$ cat src/rtl/core/priority_packet_queue_with_drop_top_defines.svh
// Assertion macros for the priority packet queue.
// Used only by the top level.
`ifndef PRIORITY_PACKET_QUEUE_WITH_DROP_TOP_DEFINES_SVH
`define PRIORITY_PACKET_QUEUE_WITH_DROP_TOP_DEFINES_SVH
// Condition implies a property on the next edge.
`define PPQ_ASSERT_NEXT(label, clk, rst_n, cond, prop, msg) \
    label: assert property (@(posedge clk) disable iff (!rst_n) (cond) |=> (prop)) \
        else $error(msg);
// Condition implies a property on the same edge.
`define PPQ_ASSERT_NOW(label, clk, rst_n, cond, prop, msg) \
    label: assert property (@(posedge clk) disable iff (!rst_n) (cond) |-> (prop)) \
        else $error(msg);
`endif

$ cat src/rtl/core/ppq_pkg.sv
// Shared types and constants for the priority packet queue.
// No dependencies.
`timescale 1ns / 1ps
package ppq_pkg;
    localparam logic [19:0] CAP_RESET = 20'd65536;
    localparam logic [7:0]  OVH_RESET = 8'd0;
    localparam logic [31:0] BW_RESET  = 32'd1250000;
    localparam logic [19:0] USEC_PER_SEC = 20'd1000000;

    localparam logic [1:0] REG_CAPACITY  = 2'd0;
    localparam logic [1:0] REG_OVERHEAD  = 2'd1;
    localparam logic [1:0] REG_BANDWIDTH = 2'd2;

    localparam logic KIND_ENQ = 1'b0;
    localparam logic KIND_DEQ = 1'b1;

    typedef enum logic [3:0] {
        S_INIT, S_IDLE, S_DECIDE, S_POP_RD, S_POP_WB, S_ENQ_RD, S_ENQ_WB,
        S_DIV, S_DONE
    } t_state;

    // Divider control between top level and divider.
    typedef struct packed {
        logic start;
        logic busy;
        logic done;
    } t_div_ctl;
endpackage

$ cat src/rtl/core/ppq_ram.sv
// Generic single-port-write, single-port-read RAM with registered read.
// No dependencies.
`timescale 1ns / 1ps
module ppq_ram #(
    parameter int WIDTH = 8,
    parameter int DEPTH = 16
) (
    input  logic                     i_clk,
    input  logic                     i_we,
    input  logic [$clog2(DEPTH)-1:0] i_waddr,
    input  logic [WIDTH-1:0]         i_wdata,
    input  logic [$clog2(DEPTH)-1:0] i_raddr,
    output logic [WIDTH-1:0]         o_rdata
);
    logic [WIDTH-1:0] r_mem [DEPTH];
    logic [WIDTH-1:0] r_rdata;

    // Write port and registered read port.
    always_ff @(posedge i_clk) begin
        if (i_we) begin
            r_mem[i_waddr] <= i_wdata;
        end
        r_rdata <= r_mem[i_raddr];
    end
    assign o_rdata = r_rdata;
endmodule

$ cat src/rtl/core/ppq_div.sv
// Restoring divider, one quotient bit per cycle, saturating to 32 bits.
// Depends on ppq_pkg.
`timescale 1ns / 1ps
module ppq_div (
    input  logic             i_clk,
    input  logic             i_rst_n,
    input  logic             i_start,
    input  logic [39:0]      i_num,
    input  logic [31:0]      i_den,
    output ppq_pkg::t_div_ctl o_ctl,
    output logic [31:0]      o_quot
);
    logic [39:0] r_num, n_num;
    logic [32:0] r_rem, n_rem;
    logic [5:0]  r_cnt, n_cnt;
    logic        r_busy, n_busy;
    logic        r_done, n_done;
    logic [32:0] w_trial;
    logic [33:0] w_sub;

    // One shift-subtract step per cycle over the 40-bit numerator.
    always_comb begin
        n_num  = r_num;
        n_rem  = r_rem;
        n_cnt  = r_cnt;
        n_busy = r_busy;
        n_done = 1'b0;
        w_trial = {r_rem[31:0], r_num[39]};
        w_sub   = {1'b0, w_trial} - {2'b00, i_den};
        if (i_start) begin
            n_num  = i_num;
            n_rem  = '0;
            n_cnt  = 6'd40;
            n_busy = 1'b1;
        end else if (r_busy) begin
            if (!w_sub[33]) begin
                n_rem = w_sub[32:0];
                n_num = {r_num[38:0], 1'b1};
            end else begin
                n_rem = w_trial;
                n_num = {r_num[38:0], 1'b0};
            end
            n_cnt = r_cnt - 6'd1;
            if (r_cnt == 6'd1) begin
                n_busy = 1'b0;
                n_done = 1'b1;
            end
        end
    end

    always_ff @(posedge i_clk) begin
        if (!i_rst_n) begin
            r_busy <= 1'b0;
            r_done <= 1'b0;
            r_cnt  <= '0;
        end else begin
            r_busy <= n_busy;
            r_done <= n_done;
            r_cnt  <= n_cnt;
        end
        r_num <= n_num;
        r_rem <= n_rem;
    end

    // Quotient sits in r_num; saturate when zero divisor or upper bits set.
    assign o_quot = (i_den == 32'd0 || r_num[39:32] != 8'd0) ? 32'hFFFF_FFFF : r_num[31:0];
    assign o_ctl  = '{start: i_start, busy: r_busy, done: r_done};
endmodule

$ cat src/rtl/core/priority_packet_queue_with_drop_top.sv
// Strict priority packet queue with push-out. Descriptors live in a linked
// list RAM (next link) and a length RAM shared by all classes; one operation
// is worked at a time. After reset a clearing pass chains every slot into the
// free list, during which no word is accepted. An enqueue passes a decide
// state, a free-list read and a write-back; each pushed-out packet adds a pop
// read and a pop write-back before the next decide. A dequeue pops the head of
// the highest-priority busy class, then waits on the bit-serial pacing divider.
// A bad length, an empty dequeue or a rejected enqueue (after its push-outs)
// goes from decide straight to done. A finished result sits in its own output
// register, so the next word is taken while it waits; the sequencer only holds
// in its last state while that register is still full.
`timescale 1ns / 1ps
`include "priority_packet_queue_with_drop_top_defines.svh"
module priority_packet_queue_with_drop_top #(
    parameter int CLASSES    = 2,
    parameter int SLOTS      = 128,
    parameter int MAX_PACKET = 2048
) (
    input  logic        i_clk,
    input  logic        i_rst_n,
    input  logic        i_cfg_valid,
    output logic        o_cfg_ready,
    input  logic [1:0]  i_cfg_index,
    input  logic [31:0] i_cfg_data,
    input  logic        i_valid,
    output logic        o_ready,
    input  logic        i_kind,
    input  logic        i_priority_class,
    input  logic [11:0] i_packet_length,
    output logic        o_valid,
    input  logic        i_ready,
    output logic        o_accepted,
    output logic [6:0]  o_slot_index,
    output logic [6:0]  o_dropped_count,
    output logic        o_queue_empty,
    output logic [11:0] o_out_length,
    output logic        o_out_class,
    output logic [31:0] o_pacing_time_us
);
    localparam int SW = $clog2(SLOTS);
    localparam int CW = $clog2(CLASSES);
    localparam int FW = $clog2(SLOTS + 1);

    // Configuration registers.
    logic [19:0] r_cap;
    logic [7:0]  r_ovh;
    logic [31:0] r_bw;
    assign o_cfg_ready = 1'b1;
    always_ff @(posedge i_clk) begin
        if (!i_rst_n) begin
            r_cap <= ppq_pkg::CAP_RESET;
            r_ovh <= ppq_pkg::OVH_RESET;
            r_bw  <= ppq_pkg::BW_RESET;
        end else if (i_cfg_valid) begin
            unique case (i_cfg_index)
                ppq_pkg::REG_CAPACITY:  r_cap <= i_cfg_data[19:0];
                ppq_pkg::REG_OVERHEAD:  r_ovh <= i_cfg_data[7:0];
                ppq_pkg::REG_BANDWIDTH: r_bw  <= i_cfg_data;
                default: ;
            endcase
        end
    end

    // Queue state.
    ppq_pkg::t_state r_state, n_state;
    logic [SW-1:0] r_free_head, n_free_head;
    logic [FW-1:0] r_free_count, n_free_count;
    logic [SW-1:0] r_head [CLASSES];
    logic [SW-1:0] r_tail [CLASSES];
    logic [CLASSES-1:0] r_nonempty, n_nonempty;
    logic [20:0]   r_qbytes, n_qbytes;
    logic [SW-1:0] r_init, n_init;
    logic          r_kind, n_kind;
    logic [CW-1:0] r_cls, n_cls;
    logic [11:0]   r_len, n_len;
    logic [CW-1:0] r_pc, n_pc;         // class being popped
    logic [SW-1:0] r_ps, n_ps;         // slot being popped
    logic [6:0]    r_drop, n_drop;
    logic          r_ovalid, n_ovalid;
    logic          r_acc, n_acc;
    logic          r_qe, n_qe;
    logic [11:0]   r_olen, n_olen;
    logic          r_ocls, n_ocls;
    logic [6:0]    r_oslot, n_oslot;
    logic [31:0]   r_pace, n_pace;
    logic          w_hd_we, w_tl_we;
    logic [SW-1:0] w_hd_val, w_tl_val;
    logic [CW-1:0] w_hd_c, w_tl_c;

    // Result register, loaded when an operation finishes.
    logic          w_res_load;
    logic          r_res_acc;
    logic [6:0]    r_res_slot;
    logic [6:0]    r_res_drop;
    logic          r_res_qe;
    logic [11:0]   r_res_len;
    logic          r_res_cls;
    logic [31:0]   r_res_pace;

    // RAM ports.
    logic          w_lk_we, w_ln_we;
    logic [SW-1:0] w_lk_wa, w_lk_wd, w_lk_ra, w_lk_rd;
    logic [SW-1:0] w_ln_wa, w_ln_ra;
    logic [11:0]   w_ln_wd, w_ln_rd;

    ppq_ram #(.WIDTH(SW), .DEPTH(SLOTS)) u_link (
        .i_clk(i_clk), .i_we(w_lk_we), .i_waddr(w_lk_wa), .i_wdata(w_lk_wd),
        .i_raddr(w_lk_ra), .o_rdata(w_lk_rd)
    );
    ppq_ram #(.WIDTH(12), .DEPTH(SLOTS)) u_len (
        .i_clk(i_clk), .i_we(w_ln_we), .i_waddr(w_ln_wa), .i_wdata(w_ln_wd),
        .i_raddr(w_ln_ra), .o_rdata(w_ln_rd)
    );

    // Pacing divider.
    logic              w_div_start;
    ppq_pkg::t_div_ctl w_div_ctl;
    logic [31:0]       w_quot;
    logic [12:0]       w_total;
    logic [39:0]       w_num;
    assign w_total = {1'b0, w_ln_rd} + {5'd0, r_ovh};
    assign w_num   = {27'd0, w_total} * {20'd0, ppq_pkg::USEC_PER_SEC};
    ppq_div u_div (
        .i_clk(i_clk), .i_rst_n(i_rst_n), .i_start(w_div_start), .i_num(w_num),
        .i_den(r_bw), .o_ctl(w_div_ctl), .o_quot(w_quot)
    );

    // Victim search: highest non-empty class above r_cls.
    logic          w_vic_found;
    logic [CW-1:0] w_vic;
    always_comb begin
        w_vic_found = 1'b0;
        w_vic = '0;
        for (int p = 0; p < CLASSES; p++) begin
            if (CW'(p) > r_cls && r_nonempty[p]) begin
                w_vic_found = 1'b1;
                w_vic = CW'(p);
            end
        end
    end
    // Dequeue search: lowest non-empty class.
    logic          w_deq_found;
    logic [CW-1:0] w_deq;
    always_comb begin
        w_deq_found = 1'b0;
        w_deq = '0;
        for (int p = CLASSES - 1; p >= 0; p--) begin
            if (r_nonempty[p]) begin
                w_deq_found = 1'b1;
                w_deq = CW'(p);
            end
        end
    end

    logic w_full, w_over;
    assign w_full = (r_free_count == '0);
    assign w_over = ({9'd0, r_len} + r_qbytes) > {1'b0, r_cap};
    logic [CW-1:0] w_in_cls;
    assign w_in_cls = (CLASSES > 2 && CW'(i_priority_class) >= CW'(CLASSES - 1)) ?
                      CW'(CLASSES - 1) : CW'(i_priority_class);

    assign o_ready = (r_state == ppq_pkg::S_IDLE);

    // Sequencer: next state, RAM accesses and results.
    always_comb begin
        n_state = r_state;
        n_free_head = r_free_head;
        n_free_count = r_free_count;
        n_nonempty = r_nonempty;
        n_qbytes = r_qbytes;
        n_init = r_init;
        n_kind = r_kind; n_cls = r_cls; n_len = r_len;
        n_pc = r_pc; n_ps = r_ps; n_drop = r_drop;
        n_ovalid = r_ovalid; n_acc = r_acc; n_qe = r_qe;
        n_olen = r_olen; n_ocls = r_ocls; n_oslot = r_oslot; n_pace = r_pace;
        w_hd_we = 1'b0; w_hd_val = '0; w_hd_c = '0;
        w_tl_we = 1'b0; w_tl_val = '0; w_tl_c = '0;
        w_lk_we = 1'b0; w_lk_wa = '0; w_lk_wd = '0; w_lk_ra = '0;
        w_ln_we = 1'b0; w_ln_wa = '0; w_ln_wd = '0; w_ln_ra = r_ps;
        w_div_start = 1'b0;
        w_res_load = 1'b0;
        if (r_ovalid && i_ready) begin
            n_ovalid = 1'b0;
        end
        unique case (r_state)
            ppq_pkg::S_INIT: begin
                // Chain every slot into the free list.
                w_lk_we = 1'b1;
                w_lk_wa = r_init;
                w_lk_wd = r_init + SW'(1);
                n_init = r_init + SW'(1);
                if (r_init == SW'(SLOTS - 1)) begin
                    n_state = ppq_pkg::S_IDLE;
                end
            end
            ppq_pkg::S_IDLE: begin
                if (i_valid && o_ready) begin
                    n_kind = i_kind;
                    n_cls = w_in_cls;
                    n_len = i_packet_length;
                    n_drop = '0;
                    n_state = ppq_pkg::S_DECIDE;
                end
            end
            ppq_pkg::S_DECIDE: begin
                n_acc = 1'b0; n_qe = 1'b0; n_olen = '0; n_ocls = 1'b0;
                n_oslot = '0; n_pace = '0;
                if (r_kind == ppq_pkg::KIND_DEQ) begin
                    if (w_deq_found) begin
                        n_pc = w_deq;
                        n_ps = r_head[w_deq];
                        n_state = ppq_pkg::S_POP_RD;
                    end else begin
                        n_qe = 1'b1;
                        n_state = ppq_pkg::S_DONE;
                    end
                end else if (r_len == 12'd0 || {4'd0, r_len} > 16'(MAX_PACKET)) begin
                    n_state = ppq_pkg::S_DONE;
                end else if (w_full || w_over) begin
                    if (w_vic_found) begin
                        n_pc = w_vic;
                        n_ps = r_head[w_vic];
                        n_state = ppq_pkg::S_POP_RD;
                    end else begin
                        n_state = ppq_pkg::S_DONE;
                    end
                end else begin
                    n_state = ppq_pkg::S_ENQ_RD;
                end
            end
            ppq_pkg::S_POP_RD: begin
                // Fetch the popped slot's link and length.
                w_lk_ra = r_ps;
                n_state = ppq_pkg::S_POP_WB;
            end
            ppq_pkg::S_POP_WB: begin
                if (r_ps == r_tail[r_pc]) begin
                    n_nonempty[r_pc] = 1'b0;
                end else begin
                    w_hd_we = 1'b1; w_hd_c = r_pc; w_hd_val = w_lk_rd;
                end
                n_qbytes = r_qbytes - {9'd0, w_ln_rd};
                w_lk_we = 1'b1; w_lk_wa = r_ps; w_lk_wd = r_free_head;
                n_free_head = r_ps;
                n_free_count = r_free_count + FW'(1);
                if (r_kind == ppq_pkg::KIND_DEQ) begin
                    n_acc = 1'b1;
                    n_oslot = 7'(r_ps);
                    n_olen = w_ln_rd;
                    n_ocls = r_pc[0];
                    w_div_start = 1'b1;
                    n_state = ppq_pkg::S_DIV;
                end else begin
                    if (r_drop != 7'd127) begin
                        n_drop = r_drop + 7'd1;
                    end
                    n_state = ppq_pkg::S_DECIDE;
                end
            end
            ppq_pkg::S_DIV: begin
                if (w_div_ctl.done) begin
                    n_pace = w_quot;
                    n_state = ppq_pkg::S_DONE;
                end
            end
            ppq_pkg::S_ENQ_RD: begin
                w_lk_ra = r_free_head;
                n_state = ppq_pkg::S_ENQ_WB;
            end
            ppq_pkg::S_ENQ_WB: begin
                n_free_head = w_lk_rd;
                n_free_count = r_free_count - FW'(1);
                w_ln_we = 1'b1; w_ln_wa = r_free_head; w_ln_wd = r_len;
                if (r_nonempty[r_cls]) begin
                    w_lk_we = 1'b1; w_lk_wa = r_tail[r_cls]; w_lk_wd = r_free_head;
                end else begin
                    w_hd_we = 1'b1; w_hd_c = r_cls; w_hd_val = r_free_head;
                end
                w_tl_we = 1'b1; w_tl_c = r_cls; w_tl_val = r_free_head;
                n_nonempty[r_cls] = 1'b1;
                n_qbytes = r_qbytes + {9'd0, r_len};
                n_acc = 1'b1;
                n_oslot = 7'(r_free_head);
                n_state = ppq_pkg::S_DONE;
            end
            ppq_pkg::S_DONE: begin
                // Hand the word over once the result register is free.
                if (!r_ovalid || i_ready) begin
                    w_res_load = 1'b1;
                    n_ovalid = 1'b1;
                    n_state = ppq_pkg::S_IDLE;
                end
            end
            default: n_state = ppq_pkg::S_IDLE;
        endcase
    end

    always_ff @(posedge i_clk) begin
        if (!i_rst_n) begin
            r_state <= ppq_pkg::S_INIT;
            r_init <= '0;
            r_free_head <= '0;
            r_free_count <= FW'(SLOTS);
            r_nonempty <= '0;
            r_qbytes <= '0;
            r_ovalid <= 1'b0;
            for (int c = 0; c < CLASSES; c++) begin
                r_head[c] <= '0;
                r_tail[c] <= '0;
            end
        end else begin
            r_state <= n_state;
            r_init <= n_init;
            r_free_head <= n_free_head;
            r_free_count <= n_free_count;
            r_nonempty <= n_nonempty;
            r_qbytes <= n_qbytes;
            r_ovalid <= n_ovalid;
            if (w_hd_we) r_head[w_hd_c] <= w_hd_val;
            if (w_tl_we) r_tail[w_tl_c] <= w_tl_val;
        end
        r_kind <= n_kind; r_cls <= n_cls; r_len <= n_len;
        r_pc <= n_pc; r_ps <= n_ps; r_drop <= n_drop;
        r_acc <= n_acc; r_qe <= n_qe; r_olen <= n_olen; r_ocls <= n_ocls;
        r_oslot <= n_oslot; r_pace <= n_pace;
        if (w_res_load) begin
            r_res_acc  <= r_acc;
            r_res_slot <= r_oslot;
            r_res_drop <= (r_kind == ppq_pkg::KIND_DEQ) ? 7'd0 : r_drop;
            r_res_qe   <= r_qe;
            r_res_len  <= r_olen;
            r_res_cls  <= r_ocls;
            r_res_pace <= r_pace;
        end
    end

    assign o_valid = r_ovalid;
    assign o_accepted = r_res_acc;
    assign o_slot_index = r_res_slot;
    assign o_dropped_count = r_res_drop;
    assign o_queue_empty = r_res_qe;
    assign o_out_length = r_res_len;
    assign o_out_class = r_res_cls;
    assign o_pacing_time_us = r_res_pace;

    // Checks on the sequencer.
    `PPQ_ASSERT_NOW(a_free_bound, i_clk, i_rst_n, 1'b1, r_free_count <= FW'(SLOTS), "free count above slot total")
    `PPQ_ASSERT_NOW(a_div_only_deq, i_clk, i_rst_n, w_div_ctl.start, r_kind == ppq_pkg::KIND_DEQ, "divider started on enqueue")
    `PPQ_ASSERT_NEXT(a_no_take_busy, i_clk, i_rst_n, i_valid && o_ready, r_state == ppq_pkg::S_DECIDE, "word taken but no decide")
endmodule

$ cat config.mk
export PLATFORM = sky130hd
export DESIGN_NAME = priority_packet_queue_with_drop_top
export DESIGN_NICKNAME = d
export VERILOG_FILES = /design/src/rtl/core/ppq_pkg.sv /design/src/rtl/core/ppq_ram.sv /design/src/rtl/core/ppq_div.sv /design/src/rtl/core/priority_packet_queue_with_drop_top.sv
export VERILOG_INCLUDE_DIRS = /design/src /design/src/rtl/core
export SDC_FILE = /design/constraint.sdc
export NUM_CORES = 2
export LEC_CHECK = 0
export ABC_AREA = 1
export CAP_MARGIN = 20
export CORE_UTILIZATION = 53
export CTS_CLUSTER_SIZE = 14
export DETAILED_ROUTE_END_ITERATION = 8
export DONT_BUFFER_PORTS = 1
export GPL_ROUTABILITY_DRIVEN = 0
export PLACE_DENSITY = 0.66
export SLEW_MARGIN = 20
export SYNTH_ARGS = -nofsm -noshare
export SYNTH_HDL_FRONTEND = slang
export SYNTH_SLANG_ARGS = --single-unit
$ cat constraint.sdc
create_clock -name i_clk -period 8.9 [get_ports i_clk]
set_clock_uncertainty 0.05 [all_clocks]
set_input_delay 0.89 -clock i_clk [delete_from_list [all_inputs] [get_ports i_clk]]
set_output_delay 0.89 -clock i_clk [all_outputs]
set_load 0.02 [all_outputs]
# Word-level counts from Yosys, hierarchy flattened
# Memories as Yosys holds them, arrays and structs flattened. A register that Yosys moved wholly into a read port is not among the register bits.
# Cells that the tools add are included.
# word_totals
output_inout_bits	64
ram_bits	2460
in_bits	53
ff_bits	334
memories	4
elab_cells	237
# memory_table
memory	words	word_bits	rd	rd_clocked_by_memory_dff	write_ports	line_no	rtl
u_len.r_mem	128	12	1	1	1	ppq_ram.sv:15	logic [WIDTH-1:0] r_mem [DEPTH];
u_link.r_mem	128	7	1	1	1	ppq_ram.sv:15	
r_head	2	7	2	0	2	priority_packet_queue_with_drop_top.sv:68	logic [SW-1:0] r_head [CLASSES];
r_tail	2	7	2	2	2	priority_packet_queue_with_drop_top.sv:69	logic [SW-1:0] r_tail [CLASSES];
# classes
bitwise	5
n_addsub	9
reduce_logical	41
n_mul	1
mux	109
n_lt_le_gt_ge	8
eq_ne	24
# op_table
op	count
$mux W7	16
$mux W32	3
$mux W33	2
$pmux W32 S2	1
$pmux W7 S3	3
$pmux W7 S2	4
$mux W1	53
$pmux W21 S2	1
$mux W4	9
$pmux W4 S9	1
$sub A33 B32 Y34	1
$logic_not A32 Y1	1
$mul A13 B14 Y27 const B	1
$mux W12	2
$pmux W12 S2	1
$add A21 B12 Y21	1
$gt A21 B20 Y1	1
$sub A21 B12 Y21	1
$eq A4 B3 Y1 const B	4
$pmux W8 S2	1
$reduce_and A2 Y1	8
$add A7 B1 Y7 const B	2
$ne A2 B2 Y1 const B	7
$reduce_bool A2 Y1	7
43 further kinds	66

# Depth between registers and ports, before layout
# depth
ltp_word	9
mapped_depth	31

# Modules after synthesis
# Synthesis repeated with hierarchy kept, for this count alone.
# hier_totals
hier_cells	11358
hier_area_um2	123247.0
# modules_own_cells
module	cells_per_inst	instances	area_per_inst_um2	seq_area_each_um2
ppq_ram at u_len	5265	1	62752.7	46364.5
ppq_ram at u_link	3152	1	37091.8	27045.9
priority_packet_queue_with_drop_top	1890	1	16699.8	7407.1
ppq_div	1051	1	6702.7	2001.9

# Worst setup path after synthesis
# No wires, ideal clock.
# synth_timing
path_type	register to register
start	reg r_state[1]
end	mem u_link.r_mem[0][1] (netlist bit), data pin
setup_time_ns	1.197
synth_period_minus_slack_ns	7.489
path_buffers	1
path_slack_ns	1.411
path_stages_with_launch	10
arrival_time_ns	6.242
required_ns	7.653
path_cell_list	dfxtp_1 > buf_2 > inv_2 > nor2_1 > inv_2 > nor2_2 > nand2_1 > inv_2 > nor2_1 > o21ai_0
# synth_via
elab_chain_cells	2
word_cells_on_any_way	4
cone_classes	2 x eq/ne; 1 x mux; 1 x reduce/logical
# synth_lines
element	line_no	rtl
from (decl)	priority_packet_queue_with_drop_top.sv:65	ppq_pkg::t_state r_state, n_state;
from (signal assigned)	priority_packet_queue_with_drop_top.sv:300	r_state <= ppq_pkg::S_INIT;
from (signal assigned)	priority_packet_queue_with_drop_top.sv:312	r_state <= n_state;
$eq A4 B3 Y1 or $logic_not A4 Y1 (tied branches)	priority_packet_queue_with_drop_top.sv:185	unique case (r_state)
$pmux W7 S3 *	priority_packet_queue_with_drop_top.sv:185	
named net u_link.i_wdata[1]	ppq_ram.sv:11	input logic [WIDTH-1:0] i_wdata,
to (decl)	ppq_ram.sv:15	
# Mark *: on every way through the listed nets, which the timed path passes. The rest lies on a longest branch.

# Worst setup path after layout
# layout_timing
start	reg u_len.r_rdata[0], in the netlist u_len.o_rdata[0] (read register of u_len.r_mem)
end	reg u_div.r_num[31], data pin
# layout_via
elab_chain_cells	3
# layout_lines
element	line_no	rtl
from (decl)	ppq_ram.sv:16	logic [WIDTH-1:0] r_rdata;
$add A12 B8 Y13	priority_packet_queue_with_drop_top.sv:121	assign w_total = {1'b0, w_ln_rd} + {5'd0, r_ovh};
$mul A13 B14 Y27	priority_packet_queue_with_drop_top.sv:122	assign w_num = {27'd0, w_total} * {20'd0, ppq_pkg::USEC_PER_SEC};
$mux W33	ppq_div.sv:30	if (i_start) begin
named net u_div.n_num[31]	ppq_div.sv:13	logic [39:0] r_num, n_num;
to (signal assigned)	ppq_div.sv:61	r_num <= n_num;
to (decl)	ppq_div.sv:13	
# The timed path passes the listed nets, and every way through them passes these cells.
# A chain may end at the register's enable or synchronous reset.

==> out/metrics.yaml <==
max_stage_delay_ns: 0.61
antenna_found_initial: 8
total_power_mw: 28.90
place_ws_ns: 1.720
ys_top_cells_by_area: "edfxtp_1 (67%), o21ai_0 (6.9%), nor2_1 (6.1%)"
drv_cap: 0
crit_path_max_fanout: 7
initial_core_util_pct: 53.45
worstMarginPinSlew_ns: 1.193
drt_first_pass_iters: 6
netlist_instances: 9715
crit_top_cell: "ha_1"
design_area_um2: 130500
power.leakage_nw: 41.73
overflow: 0
drtIter0Drc: 9811
grt_max_degree: 182
max_slew_margin_pct: 20.19
path_delay_family: "adder cells"
place_area_um2: 120800
critPathKind: "reg2reg"
drtAntennaViolNets: 0
nNetsFinal: 9905
finalCriticalPeriod_ns: 7.277
synth_common_cells: "edfxtp_1 (2631), nor2_1 (1920), o21ai_0 (1626)"
hpwl_um: 183100
totalNegativeSetupSlack_ns: 0
cp_data_arrival_time_ns: 7.88
critPathLaunchType: "flop"
clk_latency_ns: 0.93
post_cts_buffers: 0
cts_tree: "done"
synth-seq-cells: 2815
vdd_ir_drop_max_uv: 194.0
die_width_um: 473.4
dp.cells: 12250
synth_edf_count: 2631
synth_area_per_cell_um2: 12.12
clk_pin_slew_worst_paths_ns: 0.06
drv_slew: 0
cp.required_ns: 9.50
status: "finished clean"
first_global_vias: 74680
fin_ws_ns: 1.623
drc: 0
synth-main-ff-cell: "edfxtp_1"
yosysTopAreaCellShare_pct: 67.07
crit_path_top_delay_cell: "xor2_1"
root_buffer: "clkbuf_16"
gr-usage-all-layers_pct: 27.91
yosysTopAreaCell: "edfxtp_1"
fp.dieArea_um2: 224100
rows: 172
drive_above_1_share_pct: 7.516
hp-class: "in2reg"
io_buffers: 0
fin_crit_sh_pct: 81.76
setup_viol: 0
ios: 117
core-area_um2: 220400
drt_wl_total_um: 318300
post_drt_wl_per_cell_um: 24.88
cts_sinks: 2815
cts_made_buffers: 302
max_freq_ghz: 0.1374
finalHoldViolations: 0
synth-seq-area-share_pct: 70.20
chipHeight_um: 473.4
netlist_area_um2: 117800
vias: 78920
vias_per_cell: 6.169
yosysWarnings: 0
synth_cell_types: 61
clockBufferDepth: 4
worst-path-buf-inv: 4
grt_pass1_wl_um: 474100
rsz0062_at_grt: "false"
synth_fp_nets: 9995
synth.most_common_cell: "edfxtp_1"
synthToLayoutAreaGrowth_pct: 10.81
h-tree-depth: 5
power_density_nw_per_um2: 221.4
async_reset_ff_share_pct: 0
layout.cells.non_filler: 12790
worst_setup_path_end_kind: "flop"
==> metal layers <==
layer  GRT usage [%]  vias up  wire length (um)
met5               0        -                22
li1                -    35460                 -
met3           5.124      637             29700
met4           10.20        4             11820
met2           43.33     4006            146700
met1           39.40    38820            130100
==> sequential cells by signal, indices dropped and copies added (netlist names), 14 cells and up, named ones only <==
register and cells:
r_tail 14, r_pace 32, r_bw 32, u_div.r_rem 32, r_qbytes 21, u_div.r_num 40
r_head 14, r_cap 20, u_link.r_mem 896, u_len.r_mem 1536, o_pacing_time_us 32
==> worst paths after layout <==
path,from,to,slack [ns],depth (start not counted)
worst max register to register,u_len.o_rdata[0],u_div.r_num[31],1.62,30
worst max-delay path,u_len.o_rdata[0],u_div.r_num[31],1.62,30
worst min-delay path,i_rst_n,r_bw[26],0.06,2
worst min register to register,r_pace[24],o_pacing_time_us[24],0.36,0
==> logic make-up (layout without fill, tap and decap cells) <==
group	count (synthesis)	in the layout	share of synthesized area (%)
flip-flops	2815	2815	70.20
multiplexers	7	7	0.06692
XOR/XNOR	82	82	0.6097
AND/OR/NAND/NOR	2621	2621	8.698
buffers and inverters	1065	1182	3.677
AO/OA/AOI/OAI	2897	2897	14.05
adder cells (fa/ha/maj)	227	227	2.692
other	1	5	0.003184
==> layout make-up <==
class	count	area, um^2
Fill cell	17470	89850
Sequential cell	2815	82690
Multi-Input combinational cell	5835	31210
Clock buffer	381	8097
Tap cell	2958	3701
Timing Repair Buffer	216	1894
Inverter	455	1743
Clock inverter	130	1176
Antenna cell	4	10.01
==> placed cells by master, fill, tap and decap left out, drive strengths merged, types with 9 or more instances in the layout <==
master and instances:
a22o 14, dfxtp 184, xor2 54, nand3 151, o311ai 12, nand4 11
a32oi 9, nand2 465, buf 193, o221ai 152, clkbuf 381, a22oi 13
o22ai 554, bufinv 23, o21bai 23, nor4 21, clkinv 107, inv 452
dlygate4sd3 23, xnor2 28, ha 183, o211ai 149, nor3 29, edfxtp 2631
a21o 11, fa 44, or2 10, a31oi 27, nor2 1926, o32ai 11
a21oi 223, o21ai 1680
==> stage by stage <==
step / hold WS (ns) / utilization (%)
after floorplan: 0.3503 / -
after global placement: 0.3551 / 54.74
after detailed placement: 0.3552 / 54.83
after CTS: 0.0005712 / 59.15
after global routing: 0.02065 / 59.23
final: 0.06361 / 59.23
==> power breakdown <==
part           internal, mW  switching (mW)
Clock                  7.06            4.97
Combinational         0.647            1.49
Sequential             14.7          0.0742
==> what timing repair did <==
item | 4_1_cts | 5_1_grt
resized for setup | 0 | 0
endpoints found under the setup margin | 0 | 0
hold endpoints to repair | 42 | 0
hold buffers | 24 | 0
Note: power is estimated with default switching activity, not from simulation.
